File: config.mk
export PLATFORM = sky130hd
export DESIGN_NAME = bounding_box_accumulator_top_flat
export DESIGN_NICKNAME = d
export VERILOG_FILES = /design/src/bba_pkg.sv /design/src/bba_if.sv /design/src/bounding_box_accumulator_top.sv /design/src/flat_wrapper.sv
export SDC_FILE = /design/constraint.sdc
export NUM_CORES = 2
export LEC_CHECK = 0
export BUFFER_PORTS_ARGS = -buffer_cell sky130_fd_sc_hd__clkbuf_2
export CAP_MARGIN = 20
export CELL_PAD_IN_SITES_DETAIL_PLACEMENT = 1
export CELL_PAD_IN_SITES_GLOBAL_PLACEMENT = 1
export CORE_MARGIN = 5
export CORE_UTILIZATION = 40
export DETAILED_ROUTE_END_ITERATION = 7
export PLACE_DENSITY = 0.78
export SYNTH_ARGS = -nofsm -noshare
export SYNTH_HDL_FRONTEND = slang
export SYNTH_SLANG_ARGS = --single-unit
File: constraint.sdc
create_clock -name clk -period 28.6 [get_ports clk]
set_input_delay 1.43 -clock clk [delete_from_list [all_inputs] [get_ports clk]]
set_output_delay 1.43 -clock clk [all_outputs]
set_load 0.05 [all_outputs]
File: src/bba_pkg.sv
// ----------------------------------------------------------------------------
// bba_pkg
// Shared types and constants for the bounding box accumulator.
// ----------------------------------------------------------------------------
package bba_pkg;

	localparam int unsigned FIELD_W = 32;
	localparam int unsigned AXES    = 3;
	localparam int unsigned CORNERS = 8;

	typedef logic signed [FIELD_W-1:0] field_t;
	typedef logic        [FIELD_W-1:0] ufield_t;

	// corner select: bit a set takes the maximum on axis a (x, y, z)
	typedef logic [AXES-1:0] corner_sel_t;

	// scan order for the farthest corner, earlier entries win ties
	localparam corner_sel_t CORNER_ORDER [CORNERS] = '{
		3'd7, 3'd0, 3'd6, 3'd4, 3'd5, 3'd3, 3'd2, 3'd1
	};

endpackage

File: src/bba_if.sv
// ----------------------------------------------------------------------------
// bba_if
// Point and box channels with valid/ready handshake.
// ----------------------------------------------------------------------------
interface bba_point_if;
	logic           valid;
	logic           ready;
	bba_pkg::field_t px;
	bba_pkg::field_t py;
	bba_pkg::field_t pz;
	logic           last_point;

	modport source (output valid, output px, output py, output pz, output last_point,
		input ready);
	modport sink (input valid, input px, input py, input pz, input last_point,
		output ready);
endinterface

interface bba_box_if;
	logic             valid;
	logic             ready;
	bba_pkg::field_t  lo_x;
	bba_pkg::field_t  lo_y;
	bba_pkg::field_t  lo_z;
	bba_pkg::field_t  hi_x;
	bba_pkg::field_t  hi_y;
	bba_pkg::field_t  hi_z;
	bba_pkg::ufield_t span_x;
	bba_pkg::ufield_t span_y;
	bba_pkg::ufield_t span_z;
	bba_pkg::field_t  far_x;
	bba_pkg::field_t  far_y;
	bba_pkg::field_t  far_z;

	modport source (output valid, output lo_x, output lo_y, output lo_z,
		output hi_x, output hi_y, output hi_z, output span_x, output span_y,
		output span_z, output far_x, output far_y, output far_z, input ready);
	modport sink (input valid, input lo_x, input lo_y, input lo_z,
		input hi_x, input hi_y, input hi_z, input span_x, input span_y,
		input span_z, input far_x, input far_y, input far_z, output ready);
endinterface

File: src/bounding_box_accumulator_top.sv
// Throughput: one point per cycle, sustained while the box channel takes results.
// A result passes through the input register, the box snapshot and the output register
// after the edge that accepts the last point of a set.
// The running min/max update is one combinational compare-and-select per axis.
// Reset clears all valid flags and the running box, and arms the first-point flag.
// ----------------------------------------------------------------------------
// bounding_box_accumulator_top
// Running per-axis min/max over a point stream, with span and farthest corner
// reported on the last point of each set.
// ----------------------------------------------------------------------------
module bounding_box_accumulator_top #(
	parameter int unsigned COORD_WIDTH = 32
) (
	input  logic       clk,
	input  logic       arst_n,
	bba_point_if.sink  pt,
	bba_box_if.source  box
);

	localparam int unsigned W = COORD_WIDTH;
	localparam int unsigned A = bba_pkg::AXES;

	typedef logic signed [W-1:0] coord_t;
	typedef logic        [W-1:0] ucoord_t;
	typedef logic signed [W:0]   wide_t;
	typedef logic        [W:0]   mag_t;

	// input stage
	logic   valid_s1;
	logic   last_s1;
	coord_t p_s1 [A];

	// running box
	logic   first_q;
	coord_t run_min_q [A];
	coord_t run_max_q [A];
	coord_t nxt_min [A];
	coord_t nxt_max [A];

	// box snapshot stage
	logic   valid_s2;
	coord_t lo_s2 [A];
	coord_t hi_s2 [A];

	// output register
	logic              out_valid_q;
	bba_pkg::field_t   lo_q   [A];
	bba_pkg::field_t   hi_q   [A];
	bba_pkg::ufield_t  span_q [A];
	bba_pkg::field_t   far_q  [A];

	// farthest corner search
	mag_t                 mag_lo [A];
	mag_t                 mag_hi [A];
	logic [A-1:0]         max_ok;
	logic [A-1:0]         min_ok;
	bba_pkg::corner_sel_t sel;
	logic                 found;
	logic                 corner_ok;
	ucoord_t              diff [A];
	bba_pkg::field_t      far_c [A];

	logic out_free;
	logic s2_free;
	logic s1_fire;
	logic load_s2;
	logic move_out;

	assign out_free = !out_valid_q || box.ready;
	assign s2_free  = !valid_s2 || out_free;
	assign s1_fire  = valid_s1 && (!last_s1 || s2_free);
	assign load_s2  = s1_fire && last_s1;
	assign move_out = valid_s2 && out_free;
	assign pt.ready = !valid_s1 || s1_fire;

	// input register, coordinates narrowed to the working width
	always_ff @(posedge clk or negedge arst_n) begin
		if (!arst_n) begin
			valid_s1 <= 1'b0;
		end else if (pt.ready) begin
			valid_s1 <= pt.valid;
		end
	end

	always_ff @(posedge clk) begin
		if (pt.ready && pt.valid) begin
			p_s1[0] <= coord_t'(pt.px[W-1:0]);
			p_s1[1] <= coord_t'(pt.py[W-1:0]);
			p_s1[2] <= coord_t'(pt.pz[W-1:0]);
			last_s1 <= pt.last_point;
		end
	end

	always_comb begin
		for (int a = 0; a < A; a++) begin
			if (first_q) begin
				nxt_min[a] = p_s1[a];
				nxt_max[a] = p_s1[a];
			end else begin
				nxt_min[a] = (p_s1[a] < run_min_q[a]) ? p_s1[a] : run_min_q[a];
				nxt_max[a] = (p_s1[a] > run_max_q[a]) ? p_s1[a] : run_max_q[a];
			end
		end
	end

	always_ff @(posedge clk or negedge arst_n) begin
		if (!arst_n) begin
			first_q <= 1'b1;
			for (int a = 0; a < A; a++) begin
				run_min_q[a] <= '0;
				run_max_q[a] <= '0;
			end
		end else if (s1_fire) begin
			first_q <= last_s1;
			for (int a = 0; a < A; a++) begin
				run_min_q[a] <= nxt_min[a];
				run_max_q[a] <= nxt_max[a];
			end
		end
	end

	always_ff @(posedge clk or negedge arst_n) begin
		if (!arst_n) begin
			valid_s2 <= 1'b0;
		end else begin
			valid_s2 <= load_s2 || (valid_s2 && !out_free);
		end
	end

	always_ff @(posedge clk) begin
		if (load_s2) begin
			for (int a = 0; a < A; a++) begin
				lo_s2[a] <= nxt_min[a];
				hi_s2[a] <= nxt_max[a];
			end
		end
	end

	// magnitude order matches squared length order, so per axis only |hi| vs |lo|
	always_comb begin
		for (int a = 0; a < A; a++) begin
			mag_lo[a] = lo_s2[a][W-1] ? mag_t'(-wide_t'(lo_s2[a])) : mag_t'(wide_t'(lo_s2[a]));
			mag_hi[a] = hi_s2[a][W-1] ? mag_t'(-wide_t'(hi_s2[a])) : mag_t'(wide_t'(hi_s2[a]));
			max_ok[a] = mag_hi[a] >= mag_lo[a];
			min_ok[a] = mag_lo[a] >= mag_hi[a];
			diff[a]   = ucoord_t'(hi_s2[a]) - ucoord_t'(lo_s2[a]);
		end
	end

	// first corner in scan order that is maximal on every axis
	always_comb begin
		sel   = bba_pkg::CORNER_ORDER[0];
		found = 1'b0;
		for (int k = 0; k < bba_pkg::CORNERS; k++) begin
			corner_ok = 1'b1;
			for (int a = 0; a < A; a++) begin
				corner_ok = corner_ok &&
					(bba_pkg::CORNER_ORDER[k][a] ? max_ok[a] : min_ok[a]);
			end
			if (corner_ok && !found) begin
				sel   = bba_pkg::CORNER_ORDER[k];
				found = 1'b1;
			end
		end
		for (int a = 0; a < A; a++) begin
			far_c[a] = sel[a] ? bba_pkg::field_t'(hi_s2[a]) : bba_pkg::field_t'(lo_s2[a]);
		end
	end

	always_ff @(posedge clk or negedge arst_n) begin
		if (!arst_n) begin
			out_valid_q <= 1'b0;
		end else begin
			out_valid_q <= move_out || (out_valid_q && !box.ready);
		end
	end

	always_ff @(posedge clk) begin
		if (move_out) begin
			for (int a = 0; a < A; a++) begin
				lo_q[a]   <= bba_pkg::field_t'(lo_s2[a]);
				hi_q[a]   <= bba_pkg::field_t'(hi_s2[a]);
				span_q[a] <= bba_pkg::ufield_t'(diff[a]);
				far_q[a]  <= far_c[a];
			end
		end
	end

	assign box.valid  = out_valid_q;
	assign box.lo_x   = lo_q[0];
	assign box.lo_y   = lo_q[1];
	assign box.lo_z   = lo_q[2];
	assign box.hi_x   = hi_q[0];
	assign box.hi_y   = hi_q[1];
	assign box.hi_z   = hi_q[2];
	assign box.span_x = span_q[0];
	assign box.span_y = span_q[1];
	assign box.span_z = span_q[2];
	assign box.far_x  = far_q[0];
	assign box.far_y  = far_q[1];
	assign box.far_z  = far_q[2];

endmodule

File: src/flat_wrapper.sv
// flat-port wrapper written by rule: the top's interface ports become plain ports
module bounding_box_accumulator_top_flat 
#(
	parameter int unsigned COORD_WIDTH = 32
)
  (clk, arst_n, pt_valid, pt_px, pt_py, pt_pz, pt_last_point, pt_ready, box_valid, box_lo_x, box_lo_y, box_lo_z, box_hi_x, box_hi_y, box_hi_z, box_span_x, box_span_y, box_span_z, box_far_x, box_far_y, box_far_z, box_ready);
  bba_point_if pt_i ();
  bba_box_if box_i ();
  input  logic clk;
  input  logic arst_n;
  input wire logic [$bits(pt_i.valid)-1:0] pt_valid;
  input wire logic [$bits(pt_i.px)-1:0] pt_px;
  input wire logic [$bits(pt_i.py)-1:0] pt_py;
  input wire logic [$bits(pt_i.pz)-1:0] pt_pz;
  input wire logic [$bits(pt_i.last_point)-1:0] pt_last_point;
  output wire logic [$bits(pt_i.ready)-1:0] pt_ready;
  output wire logic [$bits(box_i.valid)-1:0] box_valid;
  output wire logic [$bits(box_i.lo_x)-1:0] box_lo_x;
  output wire logic [$bits(box_i.lo_y)-1:0] box_lo_y;
  output wire logic [$bits(box_i.lo_z)-1:0] box_lo_z;
  output wire logic [$bits(box_i.hi_x)-1:0] box_hi_x;
  output wire logic [$bits(box_i.hi_y)-1:0] box_hi_y;
  output wire logic [$bits(box_i.hi_z)-1:0] box_hi_z;
  output wire logic [$bits(box_i.span_x)-1:0] box_span_x;
  output wire logic [$bits(box_i.span_y)-1:0] box_span_y;
  output wire logic [$bits(box_i.span_z)-1:0] box_span_z;
  output wire logic [$bits(box_i.far_x)-1:0] box_far_x;
  output wire logic [$bits(box_i.far_y)-1:0] box_far_y;
  output wire logic [$bits(box_i.far_z)-1:0] box_far_z;
  input wire logic [$bits(box_i.ready)-1:0] box_ready;
  assign pt_i.valid = pt_valid;
  assign pt_i.px = pt_px;
  assign pt_i.py = pt_py;
  assign pt_i.pz = pt_pz;
  assign pt_i.last_point = pt_last_point;
  assign pt_ready = pt_i.ready;
  assign box_valid = box_i.valid;
  assign box_lo_x = box_i.lo_x;
  assign box_lo_y = box_i.lo_y;
  assign box_lo_z = box_i.lo_z;
  assign box_hi_x = box_i.hi_x;
  assign box_hi_y = box_i.hi_y;
  assign box_hi_z = box_i.hi_z;
  assign box_span_x = box_i.span_x;
  assign box_span_y = box_i.span_y;
  assign box_span_z = box_i.span_z;
  assign box_far_x = box_i.far_x;
  assign box_far_y = box_i.far_y;
  assign box_far_z = box_i.far_z;
  assign box_i.ready = box_ready;
  bounding_box_accumulator_top #(.COORD_WIDTH(COORD_WIDTH)) u_core (.clk(clk), .arst_n(arst_n), .pt(pt_i), .box(box_i));
endmodule
## Word-level counts from Yosys, hierarchy flattened

Memory sizes are Yosys's and may differ from the RTL's.
Cells that the tools add are included.
Widths: inputs -> output; s select.

| cells by class | value |
|---|---|
| $add $sub $neg | 9 |
| order comparisons | 12 |
| muxes and demuxes | 41 |
| reductions and logical operators | 44 |

Operators by type and width:

| cell | number |
|---|---|
| $mux 32 | 15 |
| $ge 33x33->1 | 6 |
| $mux 33 | 6 |
| $neg 32->33 | 6 |
| $gt 32x32->1 | 3 |
| $lt 32x32->1 | 3 |
| $sub 32x32->32 | 3 |
| $logic_and 1x1->1 | 25 |
| $mux 3 | 7 |
| $logic_not 1->1 | 13 |
| $mux 1 | 13 |
| $logic_or 1x1->1 | 6 |

| word-level totals | value |
|---|---|
| bits in registers | 197 |
| RAM bits | 672 |
| bits of input ports | 101 |
| output and inout bits | 386 |
| word-level logic and storage cells | 124 |
| memories kept | 7 |

Memories:

| memory | words | width | rd ports | clocked after Yosys merged registers in | wr ports | line | RTL |
|---|---|---|---|---|---|---|---|
| u_core.far_q | 3 | 32 | 3 | 0 | 3 | bounding_box_accumulator_top.sv:50 | `bba_pkg::field_t far_q [A];` |
| u_core.hi_q | 3 | 32 | 3 | 0 | 3 | bounding_box_accumulator_top.sv:48 | `bba_pkg::field_t hi_q [A];` |
| u_core.hi_s2 | 3 | 32 | 3 | 0 | 3 | bounding_box_accumulator_top.sv:43 | `coord_t hi_s2 [A];` |
| u_core.lo_q | 3 | 32 | 3 | 0 | 3 | bounding_box_accumulator_top.sv:47 | `bba_pkg::field_t lo_q [A];` |
| u_core.lo_s2 | 3 | 32 | 3 | 0 | 3 | bounding_box_accumulator_top.sv:42 | `coord_t lo_s2 [A];` |
| u_core.p_s1 | 3 | 32 | 3 | 0 | 3 | bounding_box_accumulator_top.sv:31 | `coord_t p_s1 [A];` |
| 1 more memories | n/a | n/a | n/a | n/a | n/a | n/a |  |

## Longest topological paths before layout

| depth | value |
|---|---|
| depth after elaboration | 28 |
| mapped depth | 21 |
| mapped depth without buffers | 20 |

## Least setup slack after synthesis

OpenSTA, ideal clock, no wires.

| timing | value |
|---|---|
| path kind | input -> register |
| start point | input port box_ready |
| end point | memory u_core.far_q[0][0] in the netlist's numbering (enable) |
| setup time | 1.184 ns |
| arrival time | 18.407 ns |
| data required time | 27.416 ns |
| slack | 9.009 ns |
| stages on the path | 2 |
| buffers on the path | 0 |
| cells stage by stage | nor2b_1 > nor2b_1 |

RTL lines:

| item | line | RTL |
|---|---|---|
| start, declared | flat_wrapper.sv:30 | `input wire logic [$bits(box_i.ready)-1:0] box_ready;` |
| end, declared | bounding_box_accumulator_top.sv:50 |  |

==> flow_metrics.tcl <==
set metrics [dict create \
    clock-root-buffer "clkbuf_16" \
    grt_use_total 0.2271 \
    clockBufferDepth 3 \
    yosysSeqAreaShare 0.5351 \
    worst-path-max-fanout 32 \
    detail_route.wirelength_um 144600 \
    synthArstFlopShare 0.2255 \
    rsz0062_at_grt "false" \
    fin_nets 4805 \
    rows 125 \
    final.fill_count 12230 \
    syn-cell-area_um2 46940 \
    grt_overflow 0 \
    gp_congestion 0.8956 \
    dieArea_um2 124300 \
    tritoncts "built" \
    multiInputGateArea_um2 20350 \
    fp.dieW_um 352.5 \
    synthTopCellsByCount "edfxtp_1 (673), ha_1 (385), mux2_2 (346)" \
    ys_top_cells_by_area "edfxtp_1 (43%), dfrtp_1 (10%), ha_1 (10%), mux2_2 (8.3%), xnor2_1 (3.8%)" \
    antenna_found_initial 7 \
    worstRegToRegCells 19 \
    path_class "flop to flop" \
    area_growth_pct 16.17 \
    clk_pin_slew_ns 0.06 \
    placed_cells 5738 \
    clkLatencyLatePin_ns 0.68 \
    final-seq-area_um2 25120 \
    yosysTopAreaCellShare 0.4306 \
    timing.final.crit_share 0.2468 \
    numPortBuffers 486 \
    p_per_area_nw_per_um2 98.21 \
    reg2reg_slack_ns 21.54 \
    ios 487 \
    status "finished, final reports clean" \
    fmax_mhz 141.7 \
    ys_types 77 \
    numCtsBuffers 99 \
    coreArea_um2 116400 \
    grt_pass1_wl_um 221100 \
    setup_tns_ns 0 \
    syn_inst 3795 \
    max-slew-margin-rel 0.3260 \
    drtAntennaViolNets 0 \
    drive_gt1_frac 0.2424 \
    grt_max_degree 78 \
    synth_ff_type "edfxtp_1" \
    synth_seq_cells 869 \
    drv_cap 0 \
    finalSetupViolCount 0 \
    firstDrtPassIters 5 \
    grt_pass1_vias 35320 \
    worstMarginPinSlew_ns 1.011 \
    setup.worst_path.end "u_core.far_q[0][92]" \
    initial_core_util 0.4034 \
    dp_hpwl_um 105200 \
    p_leak_uw 0.02288 \
    rr_endpoint "u_core.far_q[0][92]" \
    drv_slew 0 \
    clock_skew_ns 0.03596 \
    cts_hold_buffers 0 \
    required_ns 29.02 \
    max-vdd-ir-drop_mv 0.06432 \
    fin_crit_ns 7.058 \
    end_kind "flop" \
    synth.avg_cell_area_um2 12.37 \
    wl_per_cell_um 24.40 \
    drt_iter0_markers 2380 \
    hold_violations 0 \
    post-route-drc-count 0 \
    r2r_start "u_core.hi_s2[0][35]" \
    vias 33360 \
    crit_path_start "u_core.hi_s2[0][35]" \
    chipHeight_um 352.5 \
    layout.cells.non_filler 5927 \
    cts_setup_buffers 0 \
    yosysWarningCount 0 \
    synth_edf_count 673 \
    worstPathArrival_ns 7.47 \
    critPathLaunchType "flop" \
    clock_sinks 869 \
    yosys.area.top_type "edfxtp_1" \
    htreeDepth 3 \
    vias_per_cell 5.629 \
    holdCritPathClass "flop to flop" \
    post_cts_resize_count 0 \
    yosysMostFrequentCell "edfxtp_1" \
]
## routing by layer
metal / track usage / vias up / wire length, µm
li1: - / 15200 / -
met1: 0.2987 / 16980 / 62860
met2: 0.3869 / 960 / 69970
met3: 0.03408 / 226 / 7412
met4: 0.07348 / 0 / 4395
met5: 0 / - / 0
## stage by stage
step | hold slack (ns) | area (µm²) | power, µW | util | setup slack, ns
after floorplan | 0.4244 | 46950 | 3481 | - | 9.009
after global placement | 0.4578 | 51280 | 3975 | 0.4407 | 21.80
after global routing | 0.5090 | 54510 | 5666 | 0.4685 | 21.35
after CTS | 0.4864 | 54490 | 5382 | 0.4683 | 21.53
after detailed placement | 0.4688 | 51280 | 4073 | 0.4407 | 21.61
final | 0.4756 | 54520 | 5355 | 0.4686 | 21.54
## area by class of cell
class,count,area share
sequential,869,0.4606
multi-input combinational,2505,0.3732
timing repair buffer,524,0.05026
clock buffer,125,0.04950
tap,1524,0.03497
inverter,317,0.02182
clock inverter,57,0.009340
antenna,6,0.0002754
## critical path, cell delays in order, from the launching register on
cell      delay [ns]
edfxtp_1        0.51
or3_1           0.46
or3_1           0.36
or4_1           0.55
or3_1           0.45
nand2b_1        0.24
o41ai_4         0.38
nand2_1         0.13
xor2_1          0.17
ha_1            0.33
a21o_1          0.16
a21o_1          0.17
a21oi_1         0.16
nor2_1          0.06
or4_1           0.52
a221oi_1        0.65
a21oi_1         0.25
o41ai_4         0.30
buf_4           0.50
mux2_2          0.42
## logic make-up after synthesis
logic type               share of synthesized area
flip-flops                                  0.5351
AO/OA/AOI/OAI                               0.1159
AND/OR/NAND/NOR                            0.06902
buffers and inverters                      0.03450
adder cells (fa/ha/maj)                     0.1039
multiplexers                               0.09178
XOR/XNOR                                   0.04964
other                                    0.0001600
## registers in the layout, indices dropped and copies added, names as in the netlist, 96 cells and up
name and flops:
u_core.run_max_q 96, u_core.lo_q 96, u_core.p_s1 96, u_core.hi_s2 96
u_core.far_q 96, u_core.span_q 96, u_core.run_min_q 96, u_core.hi_q 96
u_core.lo_s2 96
## power breakdown
group          internal (µW)  leakage (µW)  total, µW  switching, µW
Sequential              1730       0.00865       1970            242
Combinational            838        0.0127       2110           1270
Clock                    739       0.00158       1270            533
Total                   3310        0.0229       5360           2050
## worst min-delay path by stage
stage                         from                  to  slack, ns  cells after the start
2_1_floorplan  u_core.hi_s2[0][63]  u_core.hi_q[0][63]       0.42                      0
3_3_place_gp   u_core.hi_s2[0][32]  u_core.hi_q[0][32]       0.46                      0
3_5_place_dp   u_core.hi_s2[0][64]  u_core.hi_q[0][64]       0.47                      0
4_1_cts        u_core.hi_s2[0][64]  u_core.hi_q[0][64]       0.49                      0
5_1_grt        u_core.hi_s2[0][64]  u_core.hi_q[0][64]       0.51                      0
6_report       u_core.hi_s2[0][64]  u_core.hi_q[0][64]       0.48                      0
## placed cells by master, fill, tap and decap left out, types with 12 or more instances in the layout
cell / instances
edfxtp_1: 673
clkbuf_2: 485
ha_1: 384
mux2_2: 346
inv_1: 316
nand2_1: 228
xnor2_1: 205
dfrtp_1: 195
o21ai_0: 184
a21oi_1: 165
a21o_1: 132
nor2_1: 118
clkbuf_16: 102
nand4_1: 77
xor2_1: 61
o31ai_1: 47
mux2i_1: 40
buf_4: 37
o22a_1: 33
a221o_1: 33
o22ai_1: 32
o41ai_1: 31
nor2b_1: 30
o21a_1: 30
nand2b_1: 29
or3_1: 26
nand3_1: 25
or4_1: 23
nor3_1: 22
clkinv_1: 19
clkinv_2: 19
and3_1: 17
clkbuf_1: 17
o211ai_1: 15
nor4_1: 12
a211oi_1: 12
No activity file was read; power rests on OpenSTA's default activity.
